## config.mk

```make
export PLATFORM = sky130hd
export DESIGN_NAME = kcs_ctrl
export DESIGN_NICKNAME = d
export VERILOG_FILES = /design/src/hw/rtl/kcs_pkg.sv /design/src/hw/rtl/kcs_ctrl.sv
export SDC_FILE = /design/constraint.sdc
export NUM_CORES = 1
export LEC_CHECK = 0
export BUFFER_PORTS_ARGS = -buffer_cell sky130_fd_sc_hd__buf_4
export CORE_AREA = 2 2 39 41
export CTS_CLUSTER_SIZE = 24
export DETAILED_ROUTE_END_ITERATION = 8
export DIE_AREA = 0 0 41 43
export GPL_TIMING_DRIVEN = 0
export PLACE_DENSITY = 0.55
export SLEW_MARGIN = 30
export SYNTH_ARGS = -nofsm -noshare
export SYNTH_HDL_FRONTEND = slang
export SYNTH_SLANG_ARGS = --single-unit
```

## constraint.sdc

```tcl
create_clock -name clk -period 1.5 [get_ports clk]
set_clock_uncertainty 0.15 [all_clocks]
set_input_delay 0.225 -clock clk [delete_from_list [all_inputs] [get_ports clk]]
set_output_delay 0.225 -clock clk [all_outputs]
set_load 0.02 [all_outputs]
```

## src/hw/rtl/kcs_pkg.sv

```systemverilog
package kcs_pkg;

    localparam int TIME_W     = 48;
    localparam int VALUE_W    = 32;
    localparam int INDEX_W    = 6;
    localparam int COUNT_W    = 7;
    localparam int STATUS_W   = 3;
    localparam int IN_DATA_W  = 168;
    localparam int OUT_DATA_W = 40;
    localparam int MAG_W      = 34;
    localparam int ITER_W     = 6;

    // Input beat layout, lowest bit first
    localparam int KEY_INDEX_LSB     = 0;
    localparam int KEY_TIME_LSB      = 6;
    localparam int KEY_VALUE_LSB     = 54;
    localparam int QUERY_TIME_LSB    = 86;
    localparam int DEFAULT_VALUE_LSB = 134;

    localparam logic [ITER_W-1:0] MOD_LAST_ITER = 6'd47;
    localparam logic [ITER_W-1:0] DIV_LAST_ITER = 6'd33;

    localparam logic KIND_LOAD  = 1'b0;
    localparam logic KIND_QUERY = 1'b1;

    typedef enum logic [STATUS_W-1:0] {
        ST_INTERP     = 3'd0,
        ST_NO_KEYS    = 3'd1,
        ST_SINGLE_KEY = 3'd2,
        ST_DEFAULT    = 3'd3,
        ST_ZERO_SPAN  = 3'd4
    } status_code_t;

    typedef enum logic [3:0] {
        S_IDLE,
        S_RD_FIRST,
        S_RD_LAST,
        S_CHECK,
        S_MOD,
        S_WRAP,
        S_SRCH_RD,
        S_SRCH_CMP,
        S_DIV,
        S_RESULT,
        S_FINISH
    } ctrl_state_t;

    typedef enum logic [3:0] {
        CMD_NOP,
        CMD_LOAD,
        CMD_CAPTURE,
        CMD_RD_FIRST,
        CMD_RD_LAST,
        CMD_CHECK,
        CMD_MOD_STEP,
        CMD_WRAP,
        CMD_SRCH_RD,
        CMD_SRCH_CMP,
        CMD_DIV_STEP,
        CMD_INTERP,
        CMD_PUSH
    } dp_cmd_t;

    typedef struct packed {
        logic keys_zero;
        logic keys_one;
        logic span_bad;
        logic wrap_needed;
        logic iter_zero;
        logic match;
        logic last_seg;
        logic out_free;
    } dp_status_t;

endpackage

```

## src/hw/rtl/kcs_ctrl.sv

```systemverilog
module kcs_ctrl
(
    input  logic                clk,
    input  logic                rst_n,
    input  logic                in_valid,
    input  logic                in_kind,
    input  kcs_pkg::dp_status_t status,
    output logic                in_ready,
    output kcs_pkg::dp_cmd_t    cmd
);

    kcs_pkg::ctrl_state_t state_reg;
    kcs_pkg::ctrl_state_t state_next;

    always_ff @(posedge clk or negedge rst_n)
    begin
        if (!rst_n)
        begin
            state_reg <= kcs_pkg::S_IDLE;
        end
        else
        begin
            state_reg <= state_next;
        end
    end

    always_comb
    begin
        state_next = state_reg;
        unique case (state_reg)
            kcs_pkg::S_IDLE:
            begin
                if (in_valid && in_kind == kcs_pkg::KIND_QUERY)
                begin
                    state_next = kcs_pkg::S_RD_FIRST;
                end
            end
            kcs_pkg::S_RD_FIRST: state_next = kcs_pkg::S_RD_LAST;
            kcs_pkg::S_RD_LAST:  state_next = kcs_pkg::S_CHECK;
            kcs_pkg::S_CHECK:
            begin
                if (status.keys_zero || status.keys_one || status.span_bad)
                begin
                    state_next = kcs_pkg::S_FINISH;
                end
                else if (status.wrap_needed)
                begin
                    state_next = kcs_pkg::S_MOD;
                end
                else
                begin
                    state_next = kcs_pkg::S_WRAP;
                end
            end
            kcs_pkg::S_MOD:
            begin
                if (status.iter_zero)
                begin
                    state_next = kcs_pkg::S_WRAP;
                end
            end
            kcs_pkg::S_WRAP:    state_next = kcs_pkg::S_SRCH_RD;
            kcs_pkg::S_SRCH_RD: state_next = kcs_pkg::S_SRCH_CMP;
            kcs_pkg::S_SRCH_CMP:
            begin
                if (status.match)
                begin
                    state_next = kcs_pkg::S_DIV;
                end
                else if (status.last_seg)
                begin
                    state_next = kcs_pkg::S_FINISH;
                end
                else
                begin
                    state_next = kcs_pkg::S_SRCH_RD;
                end
            end
            kcs_pkg::S_DIV:
            begin
                if (status.iter_zero)
                begin
                    state_next = kcs_pkg::S_RESULT;
                end
            end
            kcs_pkg::S_RESULT: state_next = kcs_pkg::S_FINISH;
            kcs_pkg::S_FINISH:
            begin
                if (status.out_free)
                begin
                    state_next = kcs_pkg::S_IDLE;
                end
            end
            default: state_next = kcs_pkg::S_IDLE;
        endcase
    end

    always_comb
    begin
        in_ready = 1'b0;
        cmd      = kcs_pkg::CMD_NOP;
        unique case (state_reg)
            kcs_pkg::S_IDLE:
            begin
                in_ready = 1'b1;
                if (in_valid)
                begin
                    cmd = (in_kind == kcs_pkg::KIND_QUERY) ? kcs_pkg::CMD_CAPTURE
                                                           : kcs_pkg::CMD_LOAD;
                end
            end
            kcs_pkg::S_RD_FIRST: cmd = kcs_pkg::CMD_RD_FIRST;
            kcs_pkg::S_RD_LAST:  cmd = kcs_pkg::CMD_RD_LAST;
            kcs_pkg::S_CHECK:    cmd = kcs_pkg::CMD_CHECK;
            kcs_pkg::S_MOD:      cmd = kcs_pkg::CMD_MOD_STEP;
            kcs_pkg::S_WRAP:     cmd = kcs_pkg::CMD_WRAP;
            kcs_pkg::S_SRCH_RD:  cmd = kcs_pkg::CMD_SRCH_RD;
            kcs_pkg::S_SRCH_CMP: cmd = kcs_pkg::CMD_SRCH_CMP;
            kcs_pkg::S_DIV:      cmd = kcs_pkg::CMD_DIV_STEP;
            kcs_pkg::S_RESULT:   cmd = kcs_pkg::CMD_INTERP;
            kcs_pkg::S_FINISH:
            begin
                if (status.out_free)
                begin
                    cmd = kcs_pkg::CMD_PUSH;
                end
            end
            default: cmd = kcs_pkg::CMD_NOP;
        endcase
    end

endmodule

```

After elaboration in Yosys (flattened, before gate mapping)
Index checks and enable logic that the tools add are counted.
Widths: inputs -> output; s select.
- register bits after elaboration: 4
- word-level logic and storage cells: 34
- input bits: 12
- output and inout bits: 5
- reduce and logical (&&, ||, !) cells: 5
- mux-type cells: 14
- eq/ne operators: 14
- operators by type and width (kind ; count):
    $pmux 4 s11 ; 2
    $mux 4 ; 8
    $eq 4x3->1 const B ; 4
    $eq 4x4->1 const B ; 3
    $eq 4x2->1 const B ; 2
    $ne 2x2->1 const B ; 4
    $eq 4x1->1 const B ; 1
    $logic_not 4->1 ; 1
    $mux 2 ; 2
    $reduce_and 4->1 ; 1
    $logic_or 1x1->1 ; 2
    $mux 1 ; 2
    $logic_and 1x1->1 ; 1

Logic depth before layout (Yosys ltp)
Gate-level depths: netlist (run 1).
- depth in word-level cells: 4
- gate-level depth with buffers: 4
- mapped depth without buffers: 3

Worst setup path after synthesis (run 1)
Ideal clock, no wire load.
- kind: register to output
- from: register state_reg[2]
- to: output port in_ready
- arrival: 1.270 ns
- required time: 1.125 ns
- setup slack: -0.145 ns
- stages on the path, launching flop included: 3
- path buffers: 1
- path through: dfrtp_1 > buf_2 > nor4_1
- longest elaborated chain between the ends: 2
- ends and longest elaborated chain (what ; line ; text):
    from (decl) ; kcs_ctrl.sv:12 ; kcs_pkg::ctrl_state_t state_reg;
    from (signal assigned) ; kcs_ctrl.sv:19 ; state_reg <= kcs_pkg::S_IDLE;
    from (signal assigned) ; kcs_ctrl.sv:23 ; state_reg <= state_next;
    $logic_not 4->1 ; kcs_ctrl.sv:102 ; unique case (state_reg)
    $mux 1 ; kcs_ctrl.sv:102 ;
    to (decl) ; kcs_ctrl.sv:8 ; output logic in_ready,
Every way passes these cells.

Worst setup path after layout (run 1)
- from: register state_reg[0]
- to: output port cmd[1]
- longest elaborated chain between the ends: 2
- elaborated cells on any way between the ends: 12
- those cells by class: eq/ne: 10; mux: 1; reduce/logical: 1
- ends and longest elaborated chain (what ; line ; text):
    $eq 4x4->1, or another cell as far along ; kcs_ctrl.sv:102 ;
    $pmux 4 s11 (*) ; kcs_ctrl.sv:102 ;
    to (decl) ; kcs_ctrl.sv:9 ; output kcs_pkg::dp_cmd_t cmd
Every way passes the cells marked *; elsewhere a longest branch is shown, timed or not.

==> results of run 1 <==
[worst max-delay path, stage by stage, from the launching register on]
cell and delay (ps):
dfrtp_1 390, clkbuf_8 160, a2111oi_4 330, a211oi_2 60
buf_4 160
[per-layer routing]
metal  vias to the layer above  part of all wire  track usage
met1                       228              0.37        0.191
met3                         0             0.077       0.0628
met4                         0                 0       0.0600
li1                        240                 -            -
met5                         -                 0            0
met2                        26              0.55        0.275
[worst paths after layout]
path                                    from  cells after the start      endpoint
min in group clk                   status[2]                      4  state_reg[2]
worst max register to register  state_reg[3]                      4  state_reg[0]
worst max-delay path            state_reg[0]                      4        cmd[1]
worst min register to register  state_reg[1]                      3  state_reg[0]
worst min-delay path                   rst_n                      2  state_reg[0]
max in group asynchronous              rst_n                      2  state_reg[2]
[cell families (layout without fill, tap and decap cells)]
logic type      count (synthesis)  count (layout)  synth area share
compound gates                 19              19             0.372
buf+inv                         5              38            0.0620
mux                             1               1            0.0310
flops                           4               4             0.276
simple gates                   15              15             0.259
[cell usage in the layout (no fill, tap or decap), types with 2 or more instances in the layout]
cell,netlist,routed
buf_4,0,22
buf_6,0,9
a21oi_1,3,3
nand2_1,4,3
clkbuf_4,0,3
nand2b_1,2,2
a211oi_2,0,2
o21ai_1,1,2
dfrtp_1,4,2
dfrtp_2,0,2
[power groups by stage]
stage | combinational [mW] | clock (mW) | sequential (mW)
2_1_floorplan | 0.502 | 0 | 0.190
3_3_place_gp | 0.706 | 0 | 0.215
3_5_place_dp | 0.697 | 0 | 0.209
4_1_cts | 1.06 | 0.137 | 0.203
5_1_grt | 1.29 | 0.147 | 0.208
6_report | 1.21 | 0.132 | 0.208
[per-stage QoR]
step	util	cells	TNS, ps	instance area, sq um	total power [mW]
3_5_place_dp	0.373	76	-396	515	0.906
4_1_cts	0.522	91	-862	722	1.40
2_1_floorplan	-	44	0	375	0.692
6_report	0.556	93	-1030	769	1.55
3_3_place_gp	0.373	76	-596	515	0.922
5_1_grt	0.556	93	-1300	769	1.65
[cell type report]
class / instances / area [sq um] / share of cell area
Multi-Input combinational cell: 35 / 310 / 0.403
Timing Repair Buffer: 30 / 263 / 0.341
Sequential cell: 4 / 103 / 0.133
Buffer: 4 / 47.5 / 0.0618
Clock buffer: 3 / 22.5 / 0.0293
Tap cell: 16 / 20.0 / 0.0260
Inverter: 1 / 3.75 / 0.00488
[what timing repair did]
item,in CTS,in global routing
setup endpoints to repair,8,7
pin swaps,6,3
endpoints found under the hold margin,4,0
gates resized for setup,25,4
setup buffers,11,2
hold buffers,1,0
==> results.yml, run 1 <==
run_status:
  violations: "negative setup slack"
  status: "finished with violations"
cells_and_area:
  drive_above_1_share: 0.636
  n_antenna_cell: 0
  nets: 91
  largest_register_ffs: 4
  fillers: 132
  area_growth_pct: 112
synth:
  yosys.area.top_type: "dfrtp_1"
  synthTopCellsByArea: "dfrtp_1, a211oi_1, a2111oi_0"
  synthFlopType: "dfrtp_1"
  synth_edf_count: 0
  syn-num-nets: 56
  postSynth.asyncResetShare: 1.00
  ys_warn_count: 0
  synth.cell_area_sq_um: 363
  seq_area_frac_synth: 0.276
  synth_cell_types: 28
  synth_top_area_frac: 0.276
  ys_seq_elements: 4
  ys_top_cells_by_count: "dfrtp_1, nand2_1, a211oi_1, a21oi_1, buf_2"
  syn_inst: 44
  avgSynthCellArea_sq_um: 8.25
timing:
  post-route-period-util: 1.14
  final.setup.worst_slack_ps: -206
  worst-slew-pin-transition_ps: 272
  fin_crit_ps: 1710
  rsz0062_at_grt: "yes"
  final_max_slew_viol_count: 0
  fmax_mhz: 586
  hold_viol_final: 0
  whs_ps: 173
  setup_violations: 6
  slew_headroom: 0.818
power:
  seq_power_share: 0.134
  power_switching_uw: 631
  p_leak_nw: 0.335
  p_sw_frac: 0.408
  p_int_uw: 917
  ir_drop_mv: 0.602
  clkPwrFrac: 0.085
  comb_power_share: 0.781
  cellPowerDensity_nw_per_um2: 2010
grt:
  grt_max_degree: 11
  grt_pass1_wl_microns: 1980
  antenna_found_initial: 0
  grt.total_usage: 0.169
  first_global_vias: 448
  gr-total-overflow: 0
drt:
  vias: 494
  vias_per_cell: 5.31
  ant_nets: 0
  post_drt_wl_per_cell_microns: 13.8
  dr.pass1.iters: 4
  drtIter0Drc: 15
  drc: 0
  wl_microns: 1290
worst_setup_path:
  crit_path_end_kind: "output port"
  required_ps: 1120
  critical_path_class: "flip-flop to output port"
  cp-start-kind: "flip-flop"
  rrSetupSlack_ps: -90
  crit_arrival_ps: 1330
  crit_fanout: 4
placement:
  dp_slack_ps: -182
  place_congestion: 0.706
  io_buffer_count: 16
  dp_hpwl_microns: 678
cts:
  cts_buffers: 3
  clock-sinks: 4
  cts_buffer_depth: 2
  clock_latency_ps: 230
  cts_tree: "done"
  cts_htree_levels: 1
  cts-root-buf: "clkbuf_4"
  path_clk_slew_ps: 40
floorplan:
  initial_core_util: 0.262
  core_sq_um: 1380
  io_pins: 17
  die_w_microns: 41
  dieArea_sq_um: 1760
  fp.dieH_microns: 43
  core.rowCount: 14
flow_run:
  drv_cap: 0
min_path:
  hp-class: "input pin to asynchronous set/reset pin"
(Power assumes the default switching activity.)
==> run 2, diff against run 1 <==
--- a/config.mk
+++ b/config.mk
@@ -6,6 +6,7 @@
 export NUM_CORES = 1
 export LEC_CHECK = 0
 export BUFFER_PORTS_ARGS = -buffer_cell sky130_fd_sc_hd__buf_4
+export CAP_MARGIN = 15
 export CORE_AREA = 2 2 39 41
 export CTS_CLUSTER_SIZE = 24
 export DETAILED_ROUTE_END_ITERATION = 8
==> constraint.sdc (replaced) <==
create_clock -name clk -period 1.5 [get_ports clk]
set_clock_uncertainty 0.15 [all_clocks]
set_input_delay 0.225 -clock clk [delete_from_list [all_inputs] [get_ports clk]]
set_output_delay 0.225 -clock clk [all_outputs]
set_load 0.05 [all_outputs]
==> run 2 against run 1 <==
  * The flow still finishes with violations (negative setup slack)
  * Final area is 8.5% higher
  * Clock power is 15% higher
  * Count of clock-buffer cells in the layout is 1 higher
  * Critical path type unchanged
==> results.yml, run 2 (same netlist as run 1, synthesis figures left out) <==
run_status:
  status: "finished with violations"
  violations: "negative setup slack"
grt:
  first_global_vias: 454
  grt.total_usage: 0.165
  gr-total-overflow: 0
  antenna_found_initial: 0
  grt_max_degree: 11
  grt_pass1_wl_microns: 1980
floorplan:
  core_sq_um: 1380
  die_w_microns: 41
  core.rowCount: 14
  initial_core_util: 0.262
  dieArea_sq_um: 1760
  io_pins: 17
  fp.dieH_microns: 43
timing:
  setup_violations: 6
  fmax_mhz: 567
  final_max_slew_viol_count: 0
  tns_ps: -1330
  fin_crit_ps: 1760
  rsz0062_at_grt: "yes"
  worst-slew-pin-transition_ps: 341
  slew_headroom: 0.772
  hold_viol_final: 0
  post-route-period-util: 1.18
  final.setup.worst_slack_ps: -264
cts:
  cts_buffer_depth: 2
  clock-sinks: 4
  cts_htree_levels: 1
  cts_buffers: 3
  path_clk_slew_ps: 40
  cts-root-buf: "clkbuf_4"
  clock_latency_ps: 240
  cts_tree: "done"
cells_and_area:
  final_cell_area_sq_um: 835
  nets: 94
  area_growth_pct: 130
  n_antenna_cell: 0
  layout_common_cells: "buf_4, buf_6, nand2_1"
  largest_register_ffs: 4
  final_common_cell: "buf_4"
  drive_above_1_share: 0.654
  final_core_util: 0.603
power:
  cellPowerDensity_nw_per_um2: 2280
  ir_drop_mv: 0.929
  comb_power_share: 0.809
  power_switching_uw: 857
  p_sw_frac: 0.450
  p_int_mw: 1.05
  clkPwrFrac: 0.080
  p_leak_nw: 0.359
  seq_power_share: 0.111
flow_run:
  drv_cap: 0
drt:
  ant_nets: 0
  dr_wl_met3_microns: 75
  wl_microns: 1260
  drc: 0
  dr.pass1.iters: 4
  vias: 498
  dr.max_layer_used: "met4"
  drtIter0Drc: 8
  post_drt_wl_per_cell_microns: 13.0
  wirelength_met1_microns: 548
  wl_met2_microns: 624
  vias_per_cell: 5.13
worst_setup_path:
  crit_fanout: 3
  critical_path_class: "flip-flop to output port"
  crit_arrival_ps: 1390
  crit_path_end_kind: "output port"
  cp-start-kind: "flip-flop"
  required_ps: 1120
min_path:
  hp-class: "input pin to flip-flop"
placement:
  dp_hpwl_microns: 764
  io_buffer_count: 16
  placed_area_sq_um: 568
  place_congestion: 0.706
==> run 2: worst paths after layout <==
check	from	end	slack (ps)	cells after the start
max	state_reg[2]	cmd[1]	-260	4
min	status[2]	state_reg[1]	150	4
max reg2reg	state_reg[3]	state_reg[0]	-200	5
min reg2reg	state_reg[1]	state_reg[0]	580	2
max in group asynchronous	rst_n	state_reg[2]	900	2
min in group asynchronous	rst_n	state_reg[0]	190	2
==> run 2: what timing repair did <==
action,4_1_cts,5_1_grt
pin swaps,6,3
buffers inserted,10,6
hold endpoints to repair,4,0
hold buffers,1,0
gates resized for setup,22,5
setup endpoints to repair,7,7
==> run 2: per-layer routing <==
layer	vias to the layer above	GRT usage
met3	2	0.0471
met2	19	0.250
met5	-	0
met4	0	0.0400
met1	229	0.224
li1	248	-
==> run 2: cell type report <==
cell class | instances | area, sq um
fillers | 115 | 549
flip-flops and latches | 4 | 103
inverters | 1 | 6.26
repair buffers | 33 | 292
well taps | 16 | 20.0
multi-input cells | 35 | 328
clock buffers | 4 | 26.3
plain buffers | 4 | 60.1
==> run 2: worst max-delay path, stage by stage (launching register included) <==
cell,delay (ps)
dfrtp_2,430
buf_6,140
a2111oi_4,360
a211oi_4,50
buf_6,160
==> run 2: power by group through the flow <==
stage	Clock (mW)	Sequential [mW]	Combinational (mW)
finish	0.152	0.211	1.54
global route	0.168	0.215	1.64
CTS	0.156	0.211	1.39
detailed placement	0	0.223	1.02
global placement	0	0.228	1.02
floorplan	0	0.202	0.805
==> run 2: metrics by stage <==
step	hold slack, ps	setup slack [ps]	power, mW	std cells
global placement	-129	-124	1.24	76
global route	141	-311	2.02	97
finish	145	-264	1.91	97
CTS	152	-269	1.75	91
detailed placement	-128	-120	1.24	76
floorplan	-221	-58.4	1.01	44
